[src/hdl/bse_pkg.sv]
package bse_pkg;

  // Storage geometry
  localparam int unsigned DEPTH = 16;
  localparam int unsigned AW    = $clog2(DEPTH);

  // Fixed field widths
  localparam int unsigned WORD_W = 32;
  localparam int unsigned CNT_W  = 5;
  localparam int unsigned REQ_W  = 2;
  localparam int unsigned STAT_W = 2;

  // Capacity register reset value
  localparam logic [CNT_W-1:0] CAP_RESET = CNT_W'(DEPTH);

  // Request kinds; the fourth code is unused and ignored
  typedef enum logic [REQ_W-1:0] {
    REQ_PUSH = 2'd0,
    REQ_POP  = 2'd1,
    REQ_PEEK = 2'd2
  } req_e;

  // Result status codes
  typedef enum logic [STAT_W-1:0] {
    ST_OK        = 2'd0,
    ST_OVERFLOW  = 2'd1,
    ST_UNDERFLOW = 2'd2,
    ST_BADPOS    = 2'd3
  } status_e;

endpackage

[src/hdl/bse_if.sv]
// Request channel
interface bse_req_if;
  logic                               valid;
  logic                               ready;
  logic [bse_pkg::REQ_W-1:0]          req_type;
  logic signed [bse_pkg::WORD_W-1:0]  push_value;
  logic [bse_pkg::CNT_W-1:0]          peek_position;

  modport source (output valid, req_type, push_value, peek_position, input ready);
  modport sink   (input valid, req_type, push_value, peek_position, output ready);
endinterface

// Result channel
interface bse_rsp_if;
  logic                               valid;
  logic                               ready;
  logic signed [bse_pkg::WORD_W-1:0]  read_value;
  logic [bse_pkg::STAT_W-1:0]         status;
  logic [bse_pkg::CNT_W-1:0]          occupancy;

  modport source (output valid, read_value, status, occupancy, input ready);
  modport sink   (input valid, read_value, status, occupancy, output ready);
endinterface

// Capacity write channel
interface bse_cfg_if;
  logic                        valid;
  logic                        ready;
  logic [bse_pkg::CNT_W-1:0]   data;

  modport source (output valid, data, input ready);
  modport sink   (input valid, data, output ready);
endinterface

[src/hdl/bse_ram.sv]
module bse_ram (
  input  logic                       clk_i,
  input  logic                       we_i,
  input  logic [bse_pkg::AW-1:0]     waddr_i,
  input  logic [bse_pkg::WORD_W-1:0] wdata_i,
  input  logic                       re_i,
  input  logic [bse_pkg::AW-1:0]     raddr_i,
  output logic [bse_pkg::WORD_W-1:0] rdata_o
);

  logic [bse_pkg::WORD_W-1:0] mem_q [bse_pkg::DEPTH];
  logic [bse_pkg::WORD_W-1:0] rdata_q;

  // Write port
  always_ff @(posedge clk_i) begin
    if (we_i) begin
      mem_q[waddr_i] <= wdata_i;
    end
  end

  // Registered read port
  always_ff @(posedge clk_i) begin
    if (re_i) begin
      rdata_q <= mem_q[raddr_i];
    end
  end

  assign rdata_o = rdata_q;

endmodule

[src/hdl/bounded_stack_engine_unit.sv]
// Channel   Direction  Payload
// req_i     in         req_type, push_value, peek_position
// rsp_o     out        read_value, status, occupancy
// cfg_i     in         data (capacity)
//
// Push, any error and the unused request kind go straight into the result register.
// Pop and peek that hit an entry pass through the RAM read port and the S_READ state first.
// A new item is taken when idle and the result register is free or being drained.
// Reset empties the stack and sets capacity to DEPTH; entries are not cleared.
// A stalled result holds in its register; cfg_i is always ready.
module bounded_stack_engine_unit (
  input  logic clk_i,
  input  logic rst_ni,
  bse_req_if.sink   req_i,
  bse_rsp_if.source rsp_o,
  bse_cfg_if.sink   cfg_i
);

  typedef enum logic {
    S_IDLE,
    S_READ
  } state_e;

  state_e                      state_q;
  logic [bse_pkg::CNT_W-1:0]   cap_q;
  logic [bse_pkg::CNT_W-1:0]   fill_q, fill_d;
  logic                        rsp_valid_q;
  logic [bse_pkg::WORD_W-1:0]  rsp_value_q;
  bse_pkg::status_e            rsp_status_q, status_d;
  logic [bse_pkg::CNT_W-1:0]   rsp_occ_q;

  logic                        accept;
  logic                        need_read;
  logic                        mem_we;
  logic [bse_pkg::AW-1:0]      raddr;
  logic [bse_pkg::CNT_W-1:0]   eff_cap;
  logic [bse_pkg::CNT_W-1:0]   peek_idx;
  logic [bse_pkg::WORD_W-1:0]  rdata;

  // Capacity register
  assign cfg_i.ready = 1'b1;

  always_ff @(posedge clk_i or negedge rst_ni) begin
    if (!rst_ni) begin
      cap_q <= bse_pkg::CAP_RESET;
    end else if (cfg_i.valid) begin
      cap_q <= cfg_i.data;
    end
  end

  // Clamp capacity into 1..DEPTH
  always_comb begin
    eff_cap = cap_q;
    if (cap_q == '0) begin
      eff_cap = bse_pkg::CNT_W'(1);
    end else if (cap_q > bse_pkg::CNT_W'(bse_pkg::DEPTH)) begin
      eff_cap = bse_pkg::CNT_W'(bse_pkg::DEPTH);
    end
  end

  // Take an item when idle and the result slot frees up
  assign req_i.ready = (state_q == S_IDLE) && (!rsp_valid_q || rsp_o.ready);
  assign accept      = req_i.valid && req_i.ready;

  // Decode the request against the fill count
  always_comb begin
    fill_d    = fill_q;
    status_d  = bse_pkg::ST_OK;
    need_read = 1'b0;
    mem_we    = 1'b0;
    raddr     = fill_q[bse_pkg::AW-1:0];
    peek_idx  = fill_q - req_i.peek_position;
    case (req_i.req_type)
      bse_pkg::REQ_PUSH: begin
        if (fill_q >= eff_cap) begin
          status_d = bse_pkg::ST_OVERFLOW;
        end else begin
          mem_we = accept;
          fill_d = fill_q + bse_pkg::CNT_W'(1);
        end
      end
      bse_pkg::REQ_POP: begin
        if (fill_q == '0) begin
          status_d = bse_pkg::ST_UNDERFLOW;
        end else begin
          need_read = 1'b1;
          fill_d    = fill_q - bse_pkg::CNT_W'(1);
          raddr     = fill_d[bse_pkg::AW-1:0];
        end
      end
      bse_pkg::REQ_PEEK: begin
        if (req_i.peek_position == '0 || req_i.peek_position > fill_q) begin
          status_d = bse_pkg::ST_BADPOS;
        end else begin
          need_read = 1'b1;
          raddr     = peek_idx[bse_pkg::AW-1:0];
        end
      end
      default: begin
        status_d = bse_pkg::ST_OK;
      end
    endcase
  end

  // Stack storage
  bse_ram u_ram (
    .clk_i   (clk_i),
    .we_i    (mem_we),
    .waddr_i (fill_q[bse_pkg::AW-1:0]),
    .wdata_i (req_i.push_value),
    .re_i    (accept && need_read),
    .raddr_i (raddr),
    .rdata_o (rdata)
  );

  // Sequencer, fill count and result register
  always_ff @(posedge clk_i or negedge rst_ni) begin
    if (!rst_ni) begin
      state_q      <= S_IDLE;
      fill_q       <= '0;
      rsp_valid_q  <= 1'b0;
      rsp_value_q  <= '0;
      rsp_status_q <= bse_pkg::ST_OK;
      rsp_occ_q    <= '0;
    end else begin
      case (state_q)
        S_IDLE: begin
          if (accept) begin
            fill_q <= fill_d;
            if (need_read) begin
              // Old result drains at this edge; the new one follows the read
              state_q     <= S_READ;
              rsp_valid_q <= 1'b0;
            end else begin
              rsp_valid_q  <= 1'b1;
              rsp_value_q  <= '0;
              rsp_status_q <= status_d;
              rsp_occ_q    <= fill_d;
            end
          end else if (rsp_valid_q && rsp_o.ready) begin
            rsp_valid_q <= 1'b0;
          end
        end
        S_READ: begin
          state_q      <= S_IDLE;
          rsp_valid_q  <= 1'b1;
          rsp_value_q  <= rdata;
          rsp_status_q <= bse_pkg::ST_OK;
          rsp_occ_q    <= fill_q;
        end
        default: begin
          state_q <= S_IDLE;
        end
      endcase
    end
  end

  assign rsp_o.valid      = rsp_valid_q;
  assign rsp_o.read_value = rsp_value_q;
  assign rsp_o.status     = rsp_status_q;
  assign rsp_o.occupancy  = rsp_occ_q;

`ifndef SYNTH
  // Fill count never exceeds the storage depth
  a_fill_bound: assert property (@(posedge clk_i) disable iff (!rst_ni)
    fill_q <= bse_pkg::CNT_W'(bse_pkg::DEPTH))
    else $error("fill count above depth");

  // A read cycle always produces a result next
  a_read_result: assert property (@(posedge clk_i) disable iff (!rst_ni)
    state_q == S_READ |=> rsp_valid_q && state_q == S_IDLE)
    else $error("read cycle lost its result");

  // A successful push grows the stack by one
  a_push_grow: assert property (@(posedge clk_i) disable iff (!rst_ni)
    accept && mem_we |=> fill_q == $past(fill_q) + bse_pkg::CNT_W'(1))
    else $error("push did not advance fill count");

  // No overflow result while the stack is below capacity
  a_ovf_full: assert property (@(posedge clk_i) disable iff (!rst_ni)
    accept && status_d == bse_pkg::ST_OVERFLOW |-> fill_q >= eff_cap)
    else $error("overflow below capacity");
`endif

endmodule
[src/flat_wrapper.sv]
// flat-port wrapper written by rule: the top's interface ports become plain ports
module bounded_stack_engine_unit_flat 
  (clk_i, rst_ni, req_i_valid, req_i_req_type, req_i_push_value, req_i_peek_position, req_i_ready, rsp_o_valid, rsp_o_read_value, rsp_o_status, rsp_o_occupancy, rsp_o_ready, cfg_i_valid, cfg_i_data, cfg_i_ready);
  bse_req_if req_i_i ();
  bse_rsp_if rsp_o_i ();
  bse_cfg_if cfg_i_i ();
  input  logic clk_i;
  input  logic rst_ni;
  input wire logic [$bits(req_i_i.valid)-1:0] req_i_valid;
  input wire logic [$bits(req_i_i.req_type)-1:0] req_i_req_type;
  input wire logic [$bits(req_i_i.push_value)-1:0] req_i_push_value;
  input wire logic [$bits(req_i_i.peek_position)-1:0] req_i_peek_position;
  output wire logic [$bits(req_i_i.ready)-1:0] req_i_ready;
  output wire logic [$bits(rsp_o_i.valid)-1:0] rsp_o_valid;
  output wire logic [$bits(rsp_o_i.read_value)-1:0] rsp_o_read_value;
  output wire logic [$bits(rsp_o_i.status)-1:0] rsp_o_status;
  output wire logic [$bits(rsp_o_i.occupancy)-1:0] rsp_o_occupancy;
  input wire logic [$bits(rsp_o_i.ready)-1:0] rsp_o_ready;
  input wire logic [$bits(cfg_i_i.valid)-1:0] cfg_i_valid;
  input wire logic [$bits(cfg_i_i.data)-1:0] cfg_i_data;
  output wire logic [$bits(cfg_i_i.ready)-1:0] cfg_i_ready;
  assign req_i_i.valid = req_i_valid;
  assign req_i_i.req_type = req_i_req_type;
  assign req_i_i.push_value = req_i_push_value;
  assign req_i_i.peek_position = req_i_peek_position;
  assign req_i_ready = req_i_i.ready;
  assign rsp_o_valid = rsp_o_i.valid;
  assign rsp_o_read_value = rsp_o_i.read_value;
  assign rsp_o_status = rsp_o_i.status;
  assign rsp_o_occupancy = rsp_o_i.occupancy;
  assign rsp_o_i.ready = rsp_o_ready;
  assign cfg_i_i.valid = cfg_i_valid;
  assign cfg_i_i.data = cfg_i_data;
  assign cfg_i_ready = cfg_i_i.ready;
  bounded_stack_engine_unit u_core (.clk_i(clk_i), .rst_ni(rst_ni), .req_i(req_i_i), .rsp_o(rsp_o_i), .cfg_i(cfg_i_i));
endmodule
[config.mk]
export PLATFORM = sky130hd
export DESIGN_NAME = bounded_stack_engine_unit_flat
export DESIGN_NICKNAME = d
export VERILOG_FILES = /design/src/hdl/bse_pkg.sv /design/src/hdl/bse_if.sv /design/src/hdl/bse_ram.sv /design/src/hdl/bounded_stack_engine_unit.sv /design/src/flat_wrapper.sv
export SDC_FILE = /design/constraint.sdc
export NUM_CORES = 1
export LEC_CHECK = 0
export ABC_CLOCK_PERIOD_IN_PS = 6300
export BUFFER_PORTS_ARGS = -buffer_cell sky130_fd_sc_hd__buf_4
export CORE_MARGIN = 2
export CORE_UTILIZATION = 55
export DETAILED_ROUTE_END_ITERATION = 7
export HOLD_SLACK_MARGIN = 0.15
export PLACE_DENSITY = 0.79
export SLEW_MARGIN = 10
export SYNTH_ARGS = -nofsm -noshare
export SYNTH_HDL_FRONTEND = slang
export SYNTH_SLANG_ARGS = --single-unit
[constraint.sdc]
create_clock -name clk_i -period 6.3 [get_ports clk_i]
set_input_delay 0.63 -clock clk_i [delete_from_list [all_inputs] [get_ports clk_i]]
set_output_delay 0.63 -clock clk_i [all_outputs]
set_load 0.02 [all_outputs]
# After elaboration in Yosys (flattened, before gate mapping)
# Memories as Yosys holds them, arrays and structs flattened. A register that Yosys moved wholly into a read port is not among the register bits.
# Index checks and enable logic that the tools add are counted.
# totals
regBits	51
latch_bits	0
ramBits	512
mem_bits_ro	0
inputBits	49
out_inout_bits	42
wordCells	68
mem_count	1
# classes
add_sub_neg	3
multipliers	0
div	0
magnitude_cmp	3
eq_ne	5
shift	0
muxes	35
bitwise	1
reduce_logical	13
# mem_list
name	words	word_bits	rd	rd_ports_with_merged_regs	wr	line_no	source
u_core.u_ram.mem_q	16	32	1	1	1	bse_ram.sv:11	logic [bse_pkg::WORD_W-1:0] mem_q [bse_pkg::DEPTH];
# ops
cell	count
$mux 32	2
$pmux 32 s2	1
$mux 5	6
$pmux 5 s2	2
$logic_not 5->1	3
$mux 1	12
$mux 2	4
$mux 4	2
$pmux 4 s2	1
$pmux 1 s2	3
$pmux 2 s3	1
$add 5x1->5 const B	1
$ge 5x5->1	1
$gt 5x5->1	1
$gt 5x5->1 const B	1
$sub 5x1->5 const B	1
$logic_and 1x1->1	4
$pmux 2 s2	1
$reduce_and 2->1	2
$sub 4x4->4	1
$ne 3x2->1 const B	1
$eq 2x1->1 const B	1
$eq 2x2->1 const B	1
$logic_not 2->1	1
5 further kinds	6

# Logic depth before layout (Yosys ltp)
# depth
ltp_word	9
ltp_mapped	14
depth_no_buf	12

# Modules after synthesis
# Synthesis repeated with hierarchy kept, for this count alone.
# hier_totals
hier_cells	1165
area_unflattened_um2	23067.1
# modules_own_cells
mod	instances	cells_per_inst	area_each_um2	seq_area_each_um2
bse_ram	1	838	20156.8	16335.7
bounded_stack_engine_unit	1	327	2910.3	1277.5

# Least setup slack after synthesis
# Ideal clock, no wire load.
# synth_path
path_type	reg-to-reg
startpoint	reg u_core.fill_q[0] (netlist bit)
endpoint	mem u_core.u_ram.mem_q[3][0] (netlist bit) (enable)
setup_time_ns	0.461
t_arrival_ns	4.625
required_time_ns	5.839
slack_ns	1.214
path_stages_with_launch	12
n_path_buf	2
period_less_slack_ns	5.086
cell_sequence	dfrtp_1 -> clkbuf_1 -> inv_1 -> ha_1 -> nand2b_1 -> a21o_1 -> a21o_1 -> a21o_1 -> a21oi_1 -> clkbuf_1 -> nand4_1 -> nor3_1
# synth_between
elab_chain_cells	5
# synth_rtl
element	line_no	source
start, declared	bounded_stack_engine_unit.sv:26	logic [bse_pkg::CNT_W-1:0] fill_q, fill_d;
start signal, assigned	bounded_stack_engine_unit.sv:129	fill_q <= fill_d;
$ge 5x5->1	bounded_stack_engine_unit.sv:75	if (fill_q >= eff_cap) begin
$mux 1	bounded_stack_engine_unit.sv:75	
$mux 1	bounded_stack_engine_unit.sv:73	case (req_i.req_type)
$mux 1	bse_ram.sv:16	if (we_i) begin
$mux 1 (implied by the code)	bse_ram.sv:17	mem_q[waddr_i] <= wdata_i;
end, declared	bse_ram.sv:11	
# Parallel ways exist; a longest one is shown, timed or not.

# Worst setup path in the final report
# layout_path
startpoint	reg u_core.fill_q[3] (netlist bit)
endpoint	reg u_core.u_ram.rdata_q (netlist bit u_core.u_ram.rdata_o[25]) (read register of u_core.u_ram.mem_q), data pin
# layout_between
elab_chain_cells	5
elab_cells_between_ends	12
classes_between	add/sub: 2; order compare: 1; mux: 6; reduce/logical: 3
# layout_rtl
element	line_no	source
$gt 5x5->1	bounded_stack_engine_unit.sv:92	if (req_i.peek_position == '0 || req_i.peek_position > fill_q) begin
$logic_or 1x1->1	bounded_stack_engine_unit.sv:92	
$mux 1	bounded_stack_engine_unit.sv:92	
$pmux 1 s2	bounded_stack_engine_unit.sv:73	
$logic_and 1x1->1	bounded_stack_engine_unit.sv:111	.re_i (accept && need_read),
end, declared	bse_ram.sv:12	logic [bse_pkg::WORD_W-1:0] rdata_q;
# Parallel ways exist; a longest one is shown, timed or not.
# A chain may end at the register's enable or synchronous reset.

==> out/qor.csv <==
stage;metric;value;unit
grt;groute.usage.overall;26.4;%
critical_path;critical_path_required;6.65;ns
place;post_dp_cell_area;24900;um^2
cells_and_area;stdcell_area;26800;um^2
grt;grt.overflow.total;0;
floorplan;ios;91;
drt;wl;57800;um
sta;max_freq;208;MHz
power_and_ir_drop;total_power;11.2;mW
cells_and_area;fill_cells;2812;
grt;met1_usage;36.7;%
clocking;clkTransAtPathRegs;0.06;ns
critical_path;cp_slowest_cell;dfrtp_1;
logic_synthesis;syn_area_per_cell;16.8;um^2
grt;grtUsageMet3;4.13;%
floorplan;core-area;42100;um^2
clocking;cts_resized;0;
cells_and_area;area_growth;13.5;%
logic_synthesis;synth-edff-count;544;
clocking;root_buffer;clkbuf_16;
clocking;numCtsBuffers;56;
power_and_ir_drop;power.density;419;nW/um^2
sta;fin_ws;1.48;ns
grt;grt_max_degree;77;
critical_path;reg2regPathDepth;11;
grt;grt_pass1_vias;13800;
drt;num_vias;13600;
drt;postRouteAntennaNets;0;
critical_path;cp_max_fo;20;
sta;timing.final.crit_share;76.5;%
worst_hold_path;hp-start;cfg_i_valid;
critical_path;r2r_slack;1.48;ns
worst_hold_path;min_to;u_core.cap_q[4]$_DFFE_PN1P_;
logic_synthesis;ys_ff_latch;595;
sta;finalSetupTns;0;ns
critical_path;crit_chain;inv_1 -> ha_1 -> and3_1 -> o21a_1 -> o21ai_1 -> nand2_1 -> a221o_1 -> nor2_2 -> buf_4 -> a32o_1 -> o311ai_1;
clocking;h-tree-depth;2;
sta;skew;0.0123;ns
floorplan;rows;75;
clocking;insertion_delay;0.61;ns
drt;drcViolationCount;0;
worst_hold_path;holdPathStages;2;
place;portBuffers;89;
sta;hold_viol;0;
grt;antenna_found_initial;1;
logic_synthesis;synthDominantCellAreaShare;69.3;%
clocking;postCtsHoldBufs;1;
logic_synthesis;synth.area.top_cells;edfxtp_1 (69%), dfrtp_1 (5.3%), mux4_2 (5.0%);
place;gp_congestion;0.875;
logic_synthesis;synth_top_cell_by_area;edfxtp_1;
logic_synthesis;ys_warn_count;0;
drt;drt_iter0_markers;1822;
cells_and_area;drive_above_1_share;19.9;%
sta;slew_headroom;12.7;%
logic_synthesis;syn-cell-area;23600;um^2
logic_synthesis;ys_async_sr_fraction;8.57;%
drt;firstDrtPassIters;5;
logic_synthesis;synthFlopType;edfxtp_1;
clocking;cts_tree;done;
place;hpwlAfterDp;31600;um
clocking;cts_buffer_depth;3;
run;cap_violations;0;
status;status;finished, final reports clean;
logic_synthesis;ys_types;63;
clocking;clock_sinks;595;
floorplan;dieArea;44500;um^2
logic_synthesis;synth_cells;1400;
cells_and_area;antennaDiodeCount;0;
sta;tightest_slew;1.31;ns
sta;rsz0062_at_grt;false;
sta;finalSetupViolCount;0;
place;post-place-ws;1.65;ns
grt;met2_usage;42.5;%
floorplan;start_util;55.9;%
floorplan;fp.dieW;211;um
grt;grt_first_pass_wirelength;86100;um
critical_path;regToRegEndpoint;u_core.u_ram.rdata_o[25]$_DFFE_PN_;
sta;drv_slew;0;
grt;grt-busiest-layer;met2;
critical_path;start_kind;flop;
clocking;postCtsSetupRepairBufs;0;
drt;routedWlPerCell;27.8;um
critical_path;critPathBufInv;2;
critical_path;end_kind;flop;
sta;hold_ws;0.232;ns
critical_path;critPathMaxStageDelay;0.86;ns
drt;vias_per_cell;6.54;
logic_synthesis;ys_seq_area_share;74.7;%
critical_path;crit_arrival;5.17;ns
worst_hold_path;hold_class;input port to flop;
floorplan;die_height;211;um
critical_path;worstReg2RegStart;u_core.fill_q[3]$_DFFE_PN0P_;
critical_path;cp_top_family;compound AO/OA/AOI/OAI gates;
sta;fin_crit;4.82;ns
cells_and_area;nets;1573;
logic_synthesis;synth_nets;1472;
power_and_ir_drop;leakage;9.31;nW
power_and_ir_drop;irDropWorstVdd;272;uV
critical_path;critPathKind;flop to flop;
-- synth_stat cells, types with 2 or more instances --
cell,instances
buf_1,8
a21boi_0,2
a32o_1,29
nor2b_1,2
a21oi_1,12
a32oi_1,6
buf_12,2
a221oi_1,35
nor2_2,2
inv_1,19
o31ai_1,19
ha_1,22
a21o_1,4
dfrtp_1,50
edfxtp_1,544
buf_4,9
nor2_1,28
xnor2_1,2
mux2i_1,76
a22oi_1,27
nand2b_1,5
a211o_1,4
nor3_1,11
o21ai_0,77
buf_6,4
nand3_1,21
a211oi_2,2
nand2_1,191
clkbuf_1,46
o221ai_1,5
o31ai_2,9
or3_1,2
and2_1,2
mux2_2,4
a2111oi_0,2
mux4_2,52
o21a_1,4
nand4_1,14
o21ai_1,6
buf_2,15
and3_1,3
nor3b_1,2
-- routing by layer --
layer	up-vias	part of all wire, %
met4	2	3.8
met3	155	10
li1	5732	-
met1	6829	38
met5	-	0.021
met2	897	48
-- report_power, final --
| group | internal (mW) | switching (mW) |
|---|---|---|
| Combinational | 1.20 | 2.02 |
| Clock | 1.92 | 1.41 |
| Sequential | 4.54 | 0.124 |
-- cells by family (layout without fill, tap and decap cells) --
group	count (synthesis)	after routing	share of synthesized area [%]
other	1	1	0.0159
AOI/OAI and AO/OA	256	256	8.13
and+or+nand+nor	286	286	5.20
buffers and inverters	104	248	2.19
DFF	595	595	74.7
muxes	132	132	8.39
xor gates and xnor gates	3	3	0.111
adders and majority gates	23	23	1.25
-- cells in the final DEF, fill, tap and decap left out, types with 5 or more instances in the layout --
cell type and n:
clkbuf_16 57, o21ai_1 6, nor3_1 7, o221ai_1 5
a221oi_1 35, clkbuf_8 15, o31ai_1 19, buf_4 126
inv_1 19, ha_1 22, mux4_2 52, nand3_1 21
a22oi_1 27, a32o_1 29, edfxtp_1 544, clkinv_1 7
mux2i_1 76, a32oi_1 6, nor2_1 12, nand4_1 14
nor2_4 14, nand2b_1 5, dfrtp_1 49, a21oi_1 11
o31ai_2 9, nand2_1 190, o21ai_0 77, clkbuf_1 12
-- registers in the layout, summed over array words and instances, names as in the netlist --
register                 count
u_core.u_ram.mem_q         512
u_core.rsp_o.read_value     32
u_core.u_ram.rdata_o        32
u_core.cap_q                 5
u_core.fill_q                5
u_core.rsp_o.occupancy       5
u_core.rsp_o.status          2
u_core.rsp_o.valid           1
u_core.state_q               1
-- layout make-up --
type	instances	area (um^2)	area share, %
clock buffer	84	1680	6.27
sequential	595	17600	65.8
multi-input combinational	701	5600	20.9
tap	539	674	2.52
timing repair buffer	128	976	3.65
inverter	19	71.3	0.266
clock inverter	17	153	0.570
-- worst register-to-register path, stage by stage, from the launching register on --
cell and delay (ns):
dfrtp_1 0.86, inv_1 0.21, ha_1 0.37, and3_1 0.23
o21a_1 0.15, o21ai_1 0.18, nand2_1 0.21, a221o_1 0.80
nor2_2 0.78, buf_4 0.42, a32o_1 0.24, o311ai_1 0.11
-- worst max path at each step --
| stage | start | endpoint | slack (ns) | cells past startpoint |
|---|---|---|---|---|
| floorplan | u_core.fill_q[0]$_DFFE_PN0P_ | u_core.u_ram.mem_q[3][0]$_DFFE_PP_ | 1.21 | 11 |
| global placement | u_core.fill_q[0]$_DFFE_PN0P_ | u_core.u_ram.mem_q[12][2]$_DFFE_PP_ | 1.83 | 10 |
| detailed placement | u_core.fill_q[3]$_DFFE_PN0P_ | u_core.u_ram.rdata_o[25]$_DFFE_PN_ | 1.65 | 11 |
| CTS | u_core.fill_q[3]$_DFFE_PN0P_ | u_core.u_ram.rdata_o[25]$_DFFE_PN_ | 1.56 | 11 |
| global route | u_core.fill_q[3]$_DFFE_PN0P_ | u_core.u_ram.rdata_o[25]$_DFFE_PN_ | 1.31 | 11 |
| finish | u_core.fill_q[3]$_DFFE_PN0P_ | u_core.u_ram.rdata_o[25]$_DFFE_PN_ | 1.48 | 11 |
-- stage by stage --
step,util [%],cells
6_report,63.5,2083
5_1_grt,63.5,2083
4_1_cts,63.5,2083
3_5_place_dp,59.2,1981
3_3_place_gp,59.2,1981
2_1_floorplan,-,1400
(Power assumes the default switching activity.)
